<file path="config.mk">
export PLATFORM = sky130hd
export DESIGN_NAME = c_source_tokenizer
export DESIGN_NICKNAME = d
export VERILOG_FILES = /design/src/design/ctk_pkg.sv /design/src/design/ctk_step.sv /design/src/design/ctk_queue.sv /design/src/design/c_source_tokenizer.sv
export SDC_FILE = /design/constraint.sdc
export NUM_CORES = 1
export LEC_CHECK = 0
export BUFFER_PORTS_ARGS = -buffer_cell sky130_fd_sc_hd__buf_2
export CAP_MARGIN = 30
export CORE_ASPECT_RATIO = 1.5
export CORE_UTILIZATION = 29
export DETAILED_ROUTE_END_ITERATION = 8
export PLACE_DENSITY = 0.53
export SYNTH_ARGS = -nofsm -noshare
export SYNTH_HDL_FRONTEND = slang
export SYNTH_SLANG_ARGS = --single-unit
export TNS_END_PERCENT = 20
</file>
<file path="constraint.sdc">
create_clock -name aclk -period 10.55 [get_ports aclk]
set_input_delay 2.11 -clock aclk [delete_from_list [all_inputs] [get_ports aclk]]
set_output_delay 2.11 -clock aclk [all_outputs]
set_load 0.01 [all_outputs]
</file>
<file path="src/design/ctk_pkg.sv">
// Shared types, codes and lookup tables for the C source tokenizer.
package ctk_pkg;

    localparam int KW_CHARS = 8;
    localparam int KW_COUNT = 32;
    localparam int OP_COUNT = 42;
    localparam int QUEUE_DEPTH = 4;
    localparam logic [15:0] LEN_CAP = 16'hFFFF;

    typedef enum logic [2:0] {
        M_IDLE, M_WORD, M_CONST, M_LIT, M_LINE, M_BLOCK, M_OPER
    } mode_t;

    localparam logic [3:0] CLS_KEYWORD = 4'd0;
    localparam logic [3:0] CLS_IDENT   = 4'd1;
    localparam logic [3:0] CLS_CONST   = 4'd2;
    localparam logic [3:0] CLS_LIT     = 4'd3;
    localparam logic [3:0] CLS_LINE    = 4'd4;
    localparam logic [3:0] CLS_BLOCK   = 4'd5;
    localparam logic [3:0] CLS_OPER    = 4'd6;
    localparam logic [3:0] CLS_BRACE   = 4'd7;
    localparam logic [3:0] CLS_PUNCT   = 4'd8;
    localparam logic [3:0] CLS_UNKNOWN = 4'd9;
    localparam logic [3:0] CLS_UNTERM  = 4'd10;

    typedef struct packed {
        logic [3:0]  cls;
        logic [5:0]  idx;
        logic [15:0] len;
        logic        last;
    } rec_t;

    typedef struct packed {
        logic [1:0]     cnt;
        rec_t [2:0]     rec;
    } push_t;

    typedef struct packed {
        mode_t        mode;
        logic [63:0]  wch;
        logic [15:0]  cnt;
        logic [15:0]  pend;
        logic [1:0]   pcnt;
        logic [7:0]   quote;
        logic         esc;
        logic         star;
    } st_t;

    localparam logic [63:0] KW_TEXT [KW_COUNT] = '{
        {"auto", 32'h0}, {"break", 24'h0}, {"case", 32'h0}, {"char", 32'h0},
        {"const", 24'h0}, {"continue"}, {"default", 8'h0}, {"do", 48'h0},
        {"double", 16'h0}, {"else", 32'h0}, {"enum", 32'h0}, {"extern", 16'h0},
        {"float", 24'h0}, {"for", 40'h0}, {"goto", 32'h0}, {"if", 48'h0},
        {"int", 40'h0}, {"long", 32'h0}, {"register"}, {"return", 16'h0},
        {"short", 24'h0}, {"signed", 16'h0}, {"sizeof", 16'h0}, {"static", 16'h0},
        {"struct", 16'h0}, {"switch", 16'h0}, {"typedef", 8'h0}, {"union", 24'h0},
        {"unsigned"}, {"void", 32'h0}, {"volatile"}, {"while", 24'h0}
    };

    localparam logic [3:0] KW_LEN [KW_COUNT] = '{
        4'd4, 4'd5, 4'd4, 4'd4, 4'd5, 4'd8, 4'd7, 4'd2,
        4'd6, 4'd4, 4'd4, 4'd6, 4'd5, 4'd3, 4'd4, 4'd2,
        4'd3, 4'd4, 4'd8, 4'd6, 4'd5, 4'd6, 4'd6, 4'd6,
        4'd6, 4'd6, 4'd7, 4'd5, 4'd8, 4'd4, 4'd8, 4'd5
    };

    localparam logic [23:0] OP_TEXT [OP_COUNT] = '{
        {"<<="}, {">>="}, {"+=", 8'h0}, {"-=", 8'h0}, {"*=", 8'h0},
        {"/=", 8'h0}, {"%=", 8'h0}, {"&=", 8'h0}, {"|=", 8'h0}, {"^=", 8'h0},
        {"++", 8'h0}, {"--", 8'h0}, {"->", 8'h0}, {"<<", 8'h0}, {">>", 8'h0},
        {"<=", 8'h0}, {">=", 8'h0}, {"==", 8'h0}, {"!=", 8'h0}, {"&&", 8'h0},
        {"||", 8'h0},
        {"=", 16'h0}, {"+", 16'h0}, {"-", 16'h0}, {"*", 16'h0}, {"/", 16'h0},
        {"%", 16'h0}, {"<", 16'h0}, {">", 16'h0}, {"!", 16'h0}, {"&", 16'h0},
        {"|", 16'h0}, {"~", 16'h0}, {"^", 16'h0}, {"?", 16'h0}, {":", 16'h0},
        {".", 16'h0}, {"#", 16'h0}, {"[", 16'h0}, {"]", 16'h0}, {"(", 16'h0},
        {")", 16'h0}
    };

    localparam logic [1:0] OP_LEN [OP_COUNT] = '{
        2'd3, 2'd3, 2'd2, 2'd2, 2'd2, 2'd2, 2'd2, 2'd2, 2'd2, 2'd2,
        2'd2, 2'd2, 2'd2, 2'd2, 2'd2, 2'd2, 2'd2, 2'd2, 2'd2, 2'd2, 2'd2,
        2'd1, 2'd1, 2'd1, 2'd1, 2'd1, 2'd1, 2'd1, 2'd1, 2'd1, 2'd1,
        2'd1, 2'd1, 2'd1, 2'd1, 2'd1, 2'd1, 2'd1, 2'd1, 2'd1, 2'd1, 2'd1
    };

endpackage

</file>
<file path="src/design/ctk_step.sv">
// Scanner state and per-byte token logic producing up to two records.
module ctk_step (
    input  logic          aclk,
    input  logic          aresetn,
    input  logic          fire,
    input  logic [7:0]    char_in,
    input  logic          eot,
    output ctk_pkg::push_t push
);
    import ctk_pkg::*;

    st_t st_reg, st_next;

    function automatic st_t to_idle(st_t s);
        s.mode = M_IDLE;
        s.cnt  = '0;
        s.pend = '0;
        s.pcnt = '0;
        s.esc  = 1'b0;
        s.star = 1'b0;
        return s;
    endfunction

    function automatic st_t bump(st_t s);
        if (s.cnt != LEN_CAP) begin
            s.cnt = s.cnt + 16'd1;
        end
        return s;
    endfunction

    function automatic logic is_alpha(logic [7:0] c);
        return (c >= "a" && c <= "z") || (c >= "A" && c <= "Z") || c == "_";
    endfunction

    function automatic logic is_digit(logic [7:0] c);
        return c >= "0" && c <= "9";
    endfunction

    function automatic logic [23:0] op_mask(logic [1:0] n);
        logic [23:0] m;
        case (n)
            2'd1: m = 24'hFF0000;
            2'd2: m = 24'hFFFF00;
            default: m = 24'hFFFFFF;
        endcase
        return m;
    endfunction

    function automatic logic op_prefix(logic [23:0] s, logic [1:0] n);
        logic hit;
        hit = 1'b0;
        for (int i = 0; i < OP_COUNT; i++) begin
            if (OP_LEN[i] >= n && ((s ^ OP_TEXT[i]) & op_mask(n)) == 24'h0) begin
                hit = 1'b1;
            end
        end
        return hit;
    endfunction

    function automatic rec_t op_record(logic [23:0] s, logic [1:0] n);
        rec_t r;
        r = '{cls: CLS_UNKNOWN, idx: 6'd0, len: {14'd0, n}, last: 1'b0};
        for (int i = OP_COUNT - 1; i >= 0; i--) begin
            if (OP_LEN[i] == n && ((s ^ OP_TEXT[i]) & op_mask(n)) == 24'h0) begin
                r.cls = CLS_OPER;
                r.idx = 6'(i);
            end
        end
        return r;
    endfunction

    function automatic rec_t flush_word(st_t s);
        rec_t r;
        logic [63:0] m;
        r = '{cls: CLS_IDENT, idx: 6'd0, len: s.cnt, last: 1'b0};
        if (s.cnt <= 16'(KW_CHARS)) begin
            for (int i = KW_COUNT - 1; i >= 0; i--) begin
                m = ~(64'hFFFF_FFFF_FFFF_FFFF >> {KW_LEN[i], 3'b000});
                if ({12'd0, KW_LEN[i]} == s.cnt && ((s.wch ^ KW_TEXT[i]) & m) == 64'h0) begin
                    r.cls = CLS_KEYWORD;
                    r.idx = 6'(i);
                end
            end
        end
        return r;
    endfunction

    function automatic st_t start_token(st_t s, logic [7:0] c, output rec_t r,
                                        output logic e);
        s = to_idle(s);
        e = 1'b0;
        r = '{cls: CLS_UNKNOWN, idx: 6'd0, len: 16'd1, last: 1'b0};
        if (c == " " || c == 8'h09 || c == 8'h0A || c == 8'h0D) begin
            e = 1'b0;
        end else if (is_alpha(c)) begin
            s.mode = M_WORD;
            s.cnt  = 16'd1;
            s.wch[63:56] = c;
        end else if (is_digit(c)) begin
            s.mode = M_CONST;
            s.cnt  = 16'd1;
        end else if (c == 8'h27 || c == 8'h22) begin
            s.mode  = M_LIT;
            s.quote = c;
            s.cnt   = 16'd1;
        end else if (op_prefix({c, 16'h0}, 2'd1)) begin
            s.mode = M_OPER;
            s.pend = {8'h0, c};
            s.pcnt = 2'd1;
        end else if (c == "{" || c == "}") begin
            e = 1'b1;
            r.cls = CLS_BRACE;
        end else if (c == ";" || c == ",") begin
            e = 1'b1;
            r.cls = CLS_PUNCT;
        end else begin
            e = 1'b1;
        end
        return s;
    endfunction

    always_comb begin
        st_t s;
        rec_t r;
        logic e;
        logic [1:0] n;
        logic [1:0] k;
        rec_t [2:0] recs;
        logic [7:0] c;
        logic [7:0] s0;
        logic [7:0] s1;

        s = st_reg;
        c = char_in;
        k = 2'd0;
        recs = '0;
        e = 1'b0;
        r = '0;
        n = (st_reg.pcnt == 2'd3) ? 2'd2 : st_reg.pcnt;
        s0 = st_reg.pend[7:0];
        s1 = st_reg.pend[15:8];

        case (st_reg.mode)
            M_WORD: begin
                if (is_alpha(c) || is_digit(c)) begin
                    if (s.cnt < 16'(KW_CHARS)) begin
                        s.wch[{3'd7 - s.cnt[2:0], 3'b000} +: 8] = c;
                    end
                    s = bump(s);
                end else begin
                    recs[k] = flush_word(s);
                    k = k + 2'd1;
                    s = start_token(s, c, r, e);
                    if (e) begin
                        recs[k] = r;
                        k = k + 2'd1;
                    end
                end
            end
            M_CONST: begin
                if (is_digit(c) || c == "." || (is_alpha(c) && c != "_")) begin
                    s = bump(s);
                end else begin
                    recs[k] = '{cls: CLS_CONST, idx: 6'd0, len: s.cnt, last: 1'b0};
                    k = k + 2'd1;
                    s = start_token(s, c, r, e);
                    if (e) begin
                        recs[k] = r;
                        k = k + 2'd1;
                    end
                end
            end
            M_LIT: begin
                s = bump(s);
                if (s.esc) begin
                    s.esc = 1'b0;
                end else if (c == 8'h5C) begin
                    s.esc = 1'b1;
                end else if (c == s.quote) begin
                    recs[k] = '{cls: CLS_LIT, idx: 6'd0, len: s.cnt, last: 1'b0};
                    k = k + 2'd1;
                    s = to_idle(s);
                end
            end
            M_LINE: begin
                if (c == 8'h0A) begin
                    recs[k] = '{cls: CLS_LINE, idx: 6'd0, len: s.cnt, last: 1'b0};
                    k = k + 2'd1;
                    s = to_idle(s);
                end else begin
                    s = bump(s);
                end
            end
            M_BLOCK: begin
                s = bump(s);
                if (s.star && c == "/") begin
                    recs[k] = '{cls: CLS_BLOCK, idx: 6'd0, len: s.cnt, last: 1'b0};
                    k = k + 2'd1;
                    s = to_idle(s);
                end else begin
                    s.star = (c == "*");
                end
            end
            M_OPER: begin
                if (n == 2'd0) begin
                    s = start_token(s, c, r, e);
                    if (e) begin
                        recs[k] = r;
                        k = k + 2'd1;
                    end
                end else if (n == 2'd1 && s0 == "/" && (c == "/" || c == "*")) begin
                    s = to_idle(s);
                    s.mode = (c == "/") ? M_LINE : M_BLOCK;
                    s.cnt  = 16'd2;
                end else if (n == 2'd1 && op_prefix({s0, c, 8'h0}, 2'd2)) begin
                    s.pend = {c, s0};
                    s.pcnt = 2'd2;
                end else if (n == 2'd2 && op_prefix({s0, s1, c}, 2'd3)) begin
                    recs[k] = op_record({s0, s1, c}, 2'd3);
                    k = k + 2'd1;
                    s = to_idle(s);
                end else begin
                    recs[k] = op_record({s0, s1, 8'h0}, n);
                    k = k + 2'd1;
                    s = start_token(s, c, r, e);
                    if (e) begin
                        recs[k] = r;
                        k = k + 2'd1;
                    end
                end
            end
            default: begin
                s = start_token(s, c, r, e);
                if (e) begin
                    recs[k] = r;
                    k = k + 2'd1;
                end
            end
        endcase

        if (eot) begin
            n = (s.pcnt == 2'd3) ? 2'd2 : s.pcnt;
            case (s.mode)
                M_WORD: begin
                    recs[k] = flush_word(s);
                    k = k + 2'd1;
                end
                M_CONST: begin
                    recs[k] = '{cls: CLS_CONST, idx: 6'd0, len: s.cnt, last: 1'b0};
                    k = k + 2'd1;
                end
                M_LIT, M_BLOCK: begin
                    recs[k] = '{cls: CLS_UNTERM, idx: 6'd0, len: s.cnt, last: 1'b0};
                    k = k + 2'd1;
                end
                M_LINE: begin
                    recs[k] = '{cls: CLS_LINE, idx: 6'd0, len: s.cnt, last: 1'b0};
                    k = k + 2'd1;
                end
                M_OPER: begin
                    if (n != 2'd0) begin
                        recs[k] = op_record({s.pend[7:0], s.pend[15:8], 8'h0}, n);
                        k = k + 2'd1;
                    end
                end
                default: begin
                    k = k;
                end
            endcase
            s = to_idle(s);
        end

        if (k != 2'd0) begin
            recs[k - 2'd1].last = 1'b1;
        end

        st_next  = s;
        push.rec = recs;
        push.cnt = fire ? k : 2'd0;
    end

    always_ff @(posedge aclk) begin
        if (!aresetn) begin
            st_reg <= '{mode: M_IDLE, default: '0};
        end else if (fire) begin
            st_reg <= st_next;
        end
    end

endmodule

</file>
<file path="src/design/ctk_queue.sv">
// Result queue: takes up to three records per cycle, hands out one per cycle while out_ready is high.
module ctk_queue (
    input  logic           aclk,
    input  logic           aresetn,
    input  ctk_pkg::push_t push,
    output logic           room,
    output logic           out_valid,
    input  logic           out_ready,
    output ctk_pkg::rec_t  out_rec
);
    import ctk_pkg::*;

    rec_t q_reg [QUEUE_DEPTH];
    logic [1:0] head_reg, tail_reg;
    logic [2:0] count_reg, count_next;
    logic [2:0] after_pop;
    logic pop;

    assign out_valid  = aresetn && (count_reg != 3'd0);
    assign pop        = out_valid && out_ready;
    assign after_pop  = count_reg - {2'd0, pop};
    assign room       = aresetn && (after_pop <= 3'd1);
    assign count_next = after_pop + {1'b0, push.cnt};
    assign out_rec    = q_reg[head_reg];

    always_ff @(posedge aclk) begin
        for (int j = 0; j < 3; j++) begin
            if (2'(j) < push.cnt) begin
                q_reg[tail_reg + 2'(j)] <= push.rec[j];
            end
        end
    end

    always_ff @(posedge aclk) begin
        if (!aresetn) begin
            head_reg  <= '0;
            tail_reg  <= '0;
            count_reg <= '0;
        end else begin
            head_reg  <= head_reg + {1'b0, pop};
            tail_reg  <= tail_reg + push.cnt;
            count_reg <= count_next;
        end
    end

endmodule

</file>
<file path="src/design/c_source_tokenizer.sv">
// Top level of the C source tokenizer.
// Takes one source byte per cycle while s_ready is high and emits token records
// (class, table index, length, last-of-run) when tokens end. Each byte is scanned
// in the cycle it is accepted and its up to two records enter a four-entry result
// queue; a byte is accepted whenever at most one record is left in the queue after
// this cycle's read, so with a ready consumer and one record or less per byte the
// block takes a byte every cycle, and a byte yielding more records holds off input
// until the queue has drained back to at most one record after the read.
module c_source_tokenizer (
    input  logic        aclk,
    input  logic        aresetn,
    input  logic        s_valid,
    output logic        s_ready,
    input  logic [7:0]  s_source_byte,
    input  logic        s_end_of_text,
    output logic        m_valid,
    input  logic        m_ready,
    output logic [3:0]  m_token_class,
    output logic [5:0]  m_table_index,
    output logic [15:0] m_token_length,
    output logic        m_last_of_run
);
    import ctk_pkg::*;

    push_t push;
    rec_t  head;
    logic  fire;

    assign fire = s_valid && s_ready;

    ctk_step u_step (
        .aclk    (aclk),
        .aresetn (aresetn),
        .fire    (fire),
        .char_in (s_source_byte),
        .eot     (s_end_of_text),
        .push    (push)
    );

    ctk_queue u_queue (
        .aclk      (aclk),
        .aresetn   (aresetn),
        .push      (push),
        .room      (s_ready),
        .out_valid (m_valid),
        .out_ready (m_ready),
        .out_rec   (head)
    );

    assign m_token_class  = head.cls;
    assign m_table_index  = head.idx;
    assign m_token_length = head.len;
    assign m_last_of_run  = head.last;

endmodule
</file>
# ---- After elaboration in Yosys (flattened, before gate mapping)
# Memory sizes are Yosys's and may differ from the RTL's. A register that Yosys moved wholly into a read port is not among the register bits.
# Index checks and enable logic that the tools add are counted.
# W data, S select, Z words.
dict set report word_totals {
  output_inout_bits 29
  mem_count 1
  ramBits 108
  ff_bits 118
}
dict set report classes {
  magnitude_cmp 17
  bitwise_logic 529
  muxes 677
  eq_ne 65
  reduce_logical 568
  shifts 2
  n_addsub 11
}
# memory words word_bits read_ports rd_clocked_by_memory_dff wr line
set memory_table {}
lappend memory_table {u_queue.q_reg 4 27 1 1 2 ctk_queue.sv:13} ;# rec_t q_reg [QUEUE_DEPTH];
# cell n
set op_table {}
lappend op_table {{$and A24 B24 Y24} 319}
lappend op_table {{$logic_not A24 Y1} 319}
lappend op_table {{$logic_not A64 Y1} 64}
lappend op_table {{$mux W10} 130}
lappend op_table {{$mux W111} 8}
lappend op_table {{$mux W24} 36}
lappend op_table {{$pmux W111 S6} 1}
lappend op_table {{$bwmux W81} 6}
lappend op_table {{$pmux W81 S5} 1}
lappend op_table {{$mux W1} 331}
lappend op_table {{$mux W27} 12}
lappend op_table {{$mux W26} 12}
lappend op_table {{$not A10 Y10} 26}
lappend op_table {{$mux W81} 3}
lappend op_table {{$mux W7} 33}
lappend op_table {{$mux W109} 2}
lappend op_table {{$mux W54} 4}
lappend op_table {{$mux W42} 5}
lappend op_table {{$not A26 Y26} 8}
lappend op_table {{$not A8 Y8} 26}
lappend op_table {{$logic_and A1 B1 Y1} 163}
lappend op_table {{$pmux W27 S6} 1}
lappend op_table {{$not A9 Y9} 17}
lappend op_table {{$not A25 Y25} 6}
lappend op_table {{91 further kinds} 336}

# ---- Longest topological paths before layout
dict set report depth {
  ltp_word 178
  ltp_mapped 21
  mapped_depth_nobuf 18
}

# ---- By module
# Synthesis repeated with hierarchy kept, for this count alone.
dict set report unflattened {
  hier_cells 2917
  hier_area_um2 21629.5
}
# module seq_area_each_um2 area_per_inst_um2 instances cells_each
set modules_own_cells {}
lappend modules_own_cells {ctk_step 2222.1 14985.6 1 2242}
lappend modules_own_cells {ctk_queue 3383.2 6637.6 1 674}
lappend modules_own_cells {c_source_tokenizer 0.0 6.3 1 1}

# ---- Worst setup path after synthesis
# Ideal clock, no wire load.
dict set report synth_timing {
  path_kind {input -> register}
  from {input port s_source_byte[1]}
  to {memory u_queue.q_reg[2][0] (netlist bit), enable pin}
  path_slack_ns 2.245
  arrival_ns 7.852
  path_stages 19
  n_path_buf 5
  required_ns 10.097
  cell_sequence {buf_2 buf_1 mux2_2 o2111ai_1 o311ai_1 or3_1 clkbuf_2 nor3_1 o2111ai_1 o21ai_1 a21oi_1 ha_1 a21oi_1 and3_1 clkbuf_1 clkbuf_1 nor2_1 xnor2_1 a21boi_0}
}
# item line
set synth_rtl {}
lappend synth_rtl {{start, declared} c_source_tokenizer.sv:14} ;# input logic [7:0] s_source_byte,
lappend synth_rtl {{end, declared} ctk_queue.sv:13}

==> results.md <==
- **Max Cap Violations** 0
- **Post-Place Setup Slack** 1.78 ns
- **unrepaired setup endpoints after global routing** false
- **full die area** 73800 µm²
- **hold buffer count at CTS** 0
- **area share of the leading cell type in the synthesized netlist** 0.154
- **count of routing violations after the opening detailed-route iteration** 2870
- **clock tree skew after final layout** 0.0589 ns
- **type of the worst setup path** in2reg
- **cell chosen for the clock root** sky130_fd_sc_hd__clkbuf_16
- **Post-Synthesis Cell Area** 21100 µm²
- **synthesized net count** 2825
- **number of enable-type register cells in the synthesized netlist** 108
- **initial antenna violation count** 5
- **vertical die dimension** 332 µm
- **post-layout min period** 8.46 ns
- **Syn Inst Count** 2798
- **most instantiated cells after synthesis** 361 x sky130_fd_sc_hd__nor2_1, 305 x sky130_fd_sc_hd__nand2_1, 201 x sky130_fd_sc_hd__a21oi_1
- **relative area change from synthesis to final layout** 9.93%
- **endpoints failing setup** 0
- **highest clock frequency the design can meet** 118 MHz
- **final core area utilization** 0.324
- **Slew headroom** 0.212
- **busiest grt layer** met2
- **total power** 2.71 mW
- **Post-layout nets** 2775
- **post-route worst hold slack** 0.454 ns
- **met1 track demand over resource in global routing** 0.326
- **row count** 120
- **IO Count** 42
- **Leakage Power** 7.73 nW
- **dpl hpwl** 85300 µm
- **clock-pin transition on the worst setup and hold timing paths** 0.07 ns
- **Power per Cell Area** 117 nW/µm²
- **average wire per standard cell** 30.9 µm
- **post-synthesis sequential area ratio** 0.266
- **post-CTS setup repair buffer count** 0
- **actual slew at the worst max-slew pin** 1.17 ns
- **share of synthesized flip-flops with an asynchronous set or reset** 0
- **total number of H-tree levels** 1
- **Total Routed Length** 114000 µm
- **vias in the first global route** 22800
- **top-count cell post-synth** sky130_fd_sc_hd__nor2_1
- **Setup WS post-layout** 2.09 ns
- **Initial Utilization** 0.295
- **Pins Over Slew Limit** 0
- **peak supply drop** 0.0000920 V
- **CP max FO** 34
- **most area-hungry cell type in the Yosys netlist** sky130_fd_sc_hd__edfxtp_1
- **Worst EP arrival** 8.76 ns
- **crit path cell chain** buf_2 -> and2_0 -> o2111ai_1 -> o311ai_1 -> or3_1 -> nor3_1 -> o2111ai_1 -> o21ai_1 -> a21oi_1 -> clkinv_1 -> ha_1 -> buf_4 -> inv_1 -> nor2_1 -> o21ai_1 -> mux2i_1 -> a32oi_1 -> mux2i_1
- **GR Util met3** 0.0617
- **Overall Global Routing Usage** 0.303
- **number of clock sinks seen by CTS** 226
- **number of fill cells** 7706
- **count of endpoints failing hold in the final timing report** 0
- **residual antenna-violating net count after detailed routing** 0
- **total of buffers placed on input and output ports** 41
- **average via count per standard cell** 6.51
- **max FFs per register** 111
- **number of cells on the worst hold path** 2
- **fraction of final layout cells with drive strength greater than 1** 0.110
- **yosys synthesis warning count** 0
- **master of the slowest instance on the critical path** sky130_fd_sc_hd__and2_0
- **CTS tree** done
- **final sum of negative setup slack** 0 ns
- **global-route wire length before repair** 164000 µm
- **remaining global-route overflow** 0
- **type of the worst min-delay path** reg2reg
- **overall die width** 222 µm
- **dominant register cell in the synthesized netlist** sky130_fd_sc_hd__dfxtp_1
- **number of storage elements in the synthesis netlist** 226
- **1st-pass router iterations** 8
- **Avg Inst Size Synth** 7.54 µm²
- **DRC violations left** 0
- **cell types occupying the most area after synthesis** sky130_fd_sc_hd__edfxtp_1 15%, sky130_fd_sc_hd__dfxtp_1 11%, sky130_fd_sc_hd__nor2_1 6.4%, sky130_fd_sc_hd__nand2_1 5.4%, sky130_fd_sc_hd__a21oi_1 4.8%
- **worst-case clock buffer depth** 3
- **total via count in the routed design** 24000
- **floorplan core area** 71600 µm²
- **CP endpoint kind** register
- **insertion delay to the later sink of the worst-skew pair** 0.63 ns
- **kind of start point of the critical path** primary input
- **Routability Congestion** 1.06
- **delay contributed by the slowest stage of the critical path** 0.67 ns
- **met2 Track Usage GR** 0.510
- **Resized cells post-CTS** 0
- **largest net degree at the start of global routing** 61
- **result of the run** complete, no violations
- **cell depth of the worst flop-to-flop path** 16
- **final period utilization** 0.802
- **Num CTS Buffers** 25
- **number of library cell types mapped by synthesis** 122
- **required time of the critical path** 10.84 ns
[final cells by class]
cell class / instances / area, µm² / share of cell area
Tap cell: 915 / 1140 / 0.0494
Clock inverter: 19 / 229 / 0.00987
Clock buffer: 27 / 653 / 0.0282
Multi-Input combinational cell: 2337 / 14600 / 0.629
Inverter: 42 / 158 / 0.00680
Antenna cell: 3 / 7.51 / 0.000324
Timing Repair Buffer: 116 / 802 / 0.0346
Sequential cell: 226 / 5610 / 0.242
[worst paths after layout]
check | slack (ns) | endpoint | from
worst max-delay path | 2.09 | u_queue.q_reg[3][26] | s_source_byte[2]
worst min-delay path | 0.45 | u_step.st_reg[50] | u_step.st_reg[50]
worst max register to register | 3.63 | u_queue.q_reg[3][26] | u_step.st_reg[16]
worst min register to register | 0.45 | u_step.st_reg[50] | u_step.st_reg[50]
[where the power goes]
group          switching [mW]  leakage [nW]  internal (mW)
clock network           0.436         0.437          0.553
registers              0.0441          1.96          0.987
logic                   0.477          5.34          0.215
[per-layer routing]
metal,part of all wire,up-vias
met5,0.00020,-
met4,0.10,4
met3,0.075,540
met2,0.47,1444
met1,0.35,11400
li1,-,10600
[layout by cell type, fill, tap and decap left out, types with 40 or more instances in the layout]
master / n
sky130_fd_sc_hd__nor4_1: 61
sky130_fd_sc_hd__dfxtp_1: 117
sky130_fd_sc_hd__a22oi_1: 58
sky130_fd_sc_hd__o21ai_0: 107
sky130_fd_sc_hd__nand2_1: 304
sky130_fd_sc_hd__nor2b_1: 40
sky130_fd_sc_hd__nor3_1: 115
sky130_fd_sc_hd__nand3_1: 124
sky130_fd_sc_hd__buf_2: 44
sky130_fd_sc_hd__edfxtp_1: 108
sky130_fd_sc_hd__nand4_1: 74
sky130_fd_sc_hd__buf_4: 63
sky130_fd_sc_hd__and3_1: 51
sky130_fd_sc_hd__nand2b_1: 40
sky130_fd_sc_hd__mux2i_1: 78
sky130_fd_sc_hd__a21oi_1: 200
sky130_fd_sc_hd__nor2_1: 359
[per-stage QoR]
| stage | instance area [µm²] | cells |
|---|---|---|
| 5_1_grt | 23200 | 3682 |
| 3_3_place_gp | 22100 | 3618 |
| 2_1_floorplan | 21100 | 2798 |
| 6_report | 23200 | 3685 |
| 3_5_place_dp | 22200 | 3625 |
| 4_1_cts | 23100 | 3671 |
[worst max-delay path, delay by kind of cell]
family                   cells  cell delay (ns)
AO/OA/AOI/OAI                7             2.50
buffers and inverters        4             1.54
AND/OR/NAND/NOR              4             1.55
multiplexers                 2             0.69
adder cells (fa/ha/maj)      1             0.29
[cell families (layout without fill, tap and decap cells)]
group / after synthesis / after routing / synth area share
xor gates and xnor gates: 30 / 30 / 0.0125
AOI/OAI and AO/OA: 758 / 758 / 0.247
buffers and inverters: 235 / 204 / 0.0466
adders and majority gates: 14 / 14 / 0.00866
DFF: 226 / 226 / 0.266
muxes: 121 / 121 / 0.0744
and+or+nand+nor: 1414 / 1414 / 0.346
other: 0 / 3 / 0
Note: power is estimated with default switching activity, not from simulation.
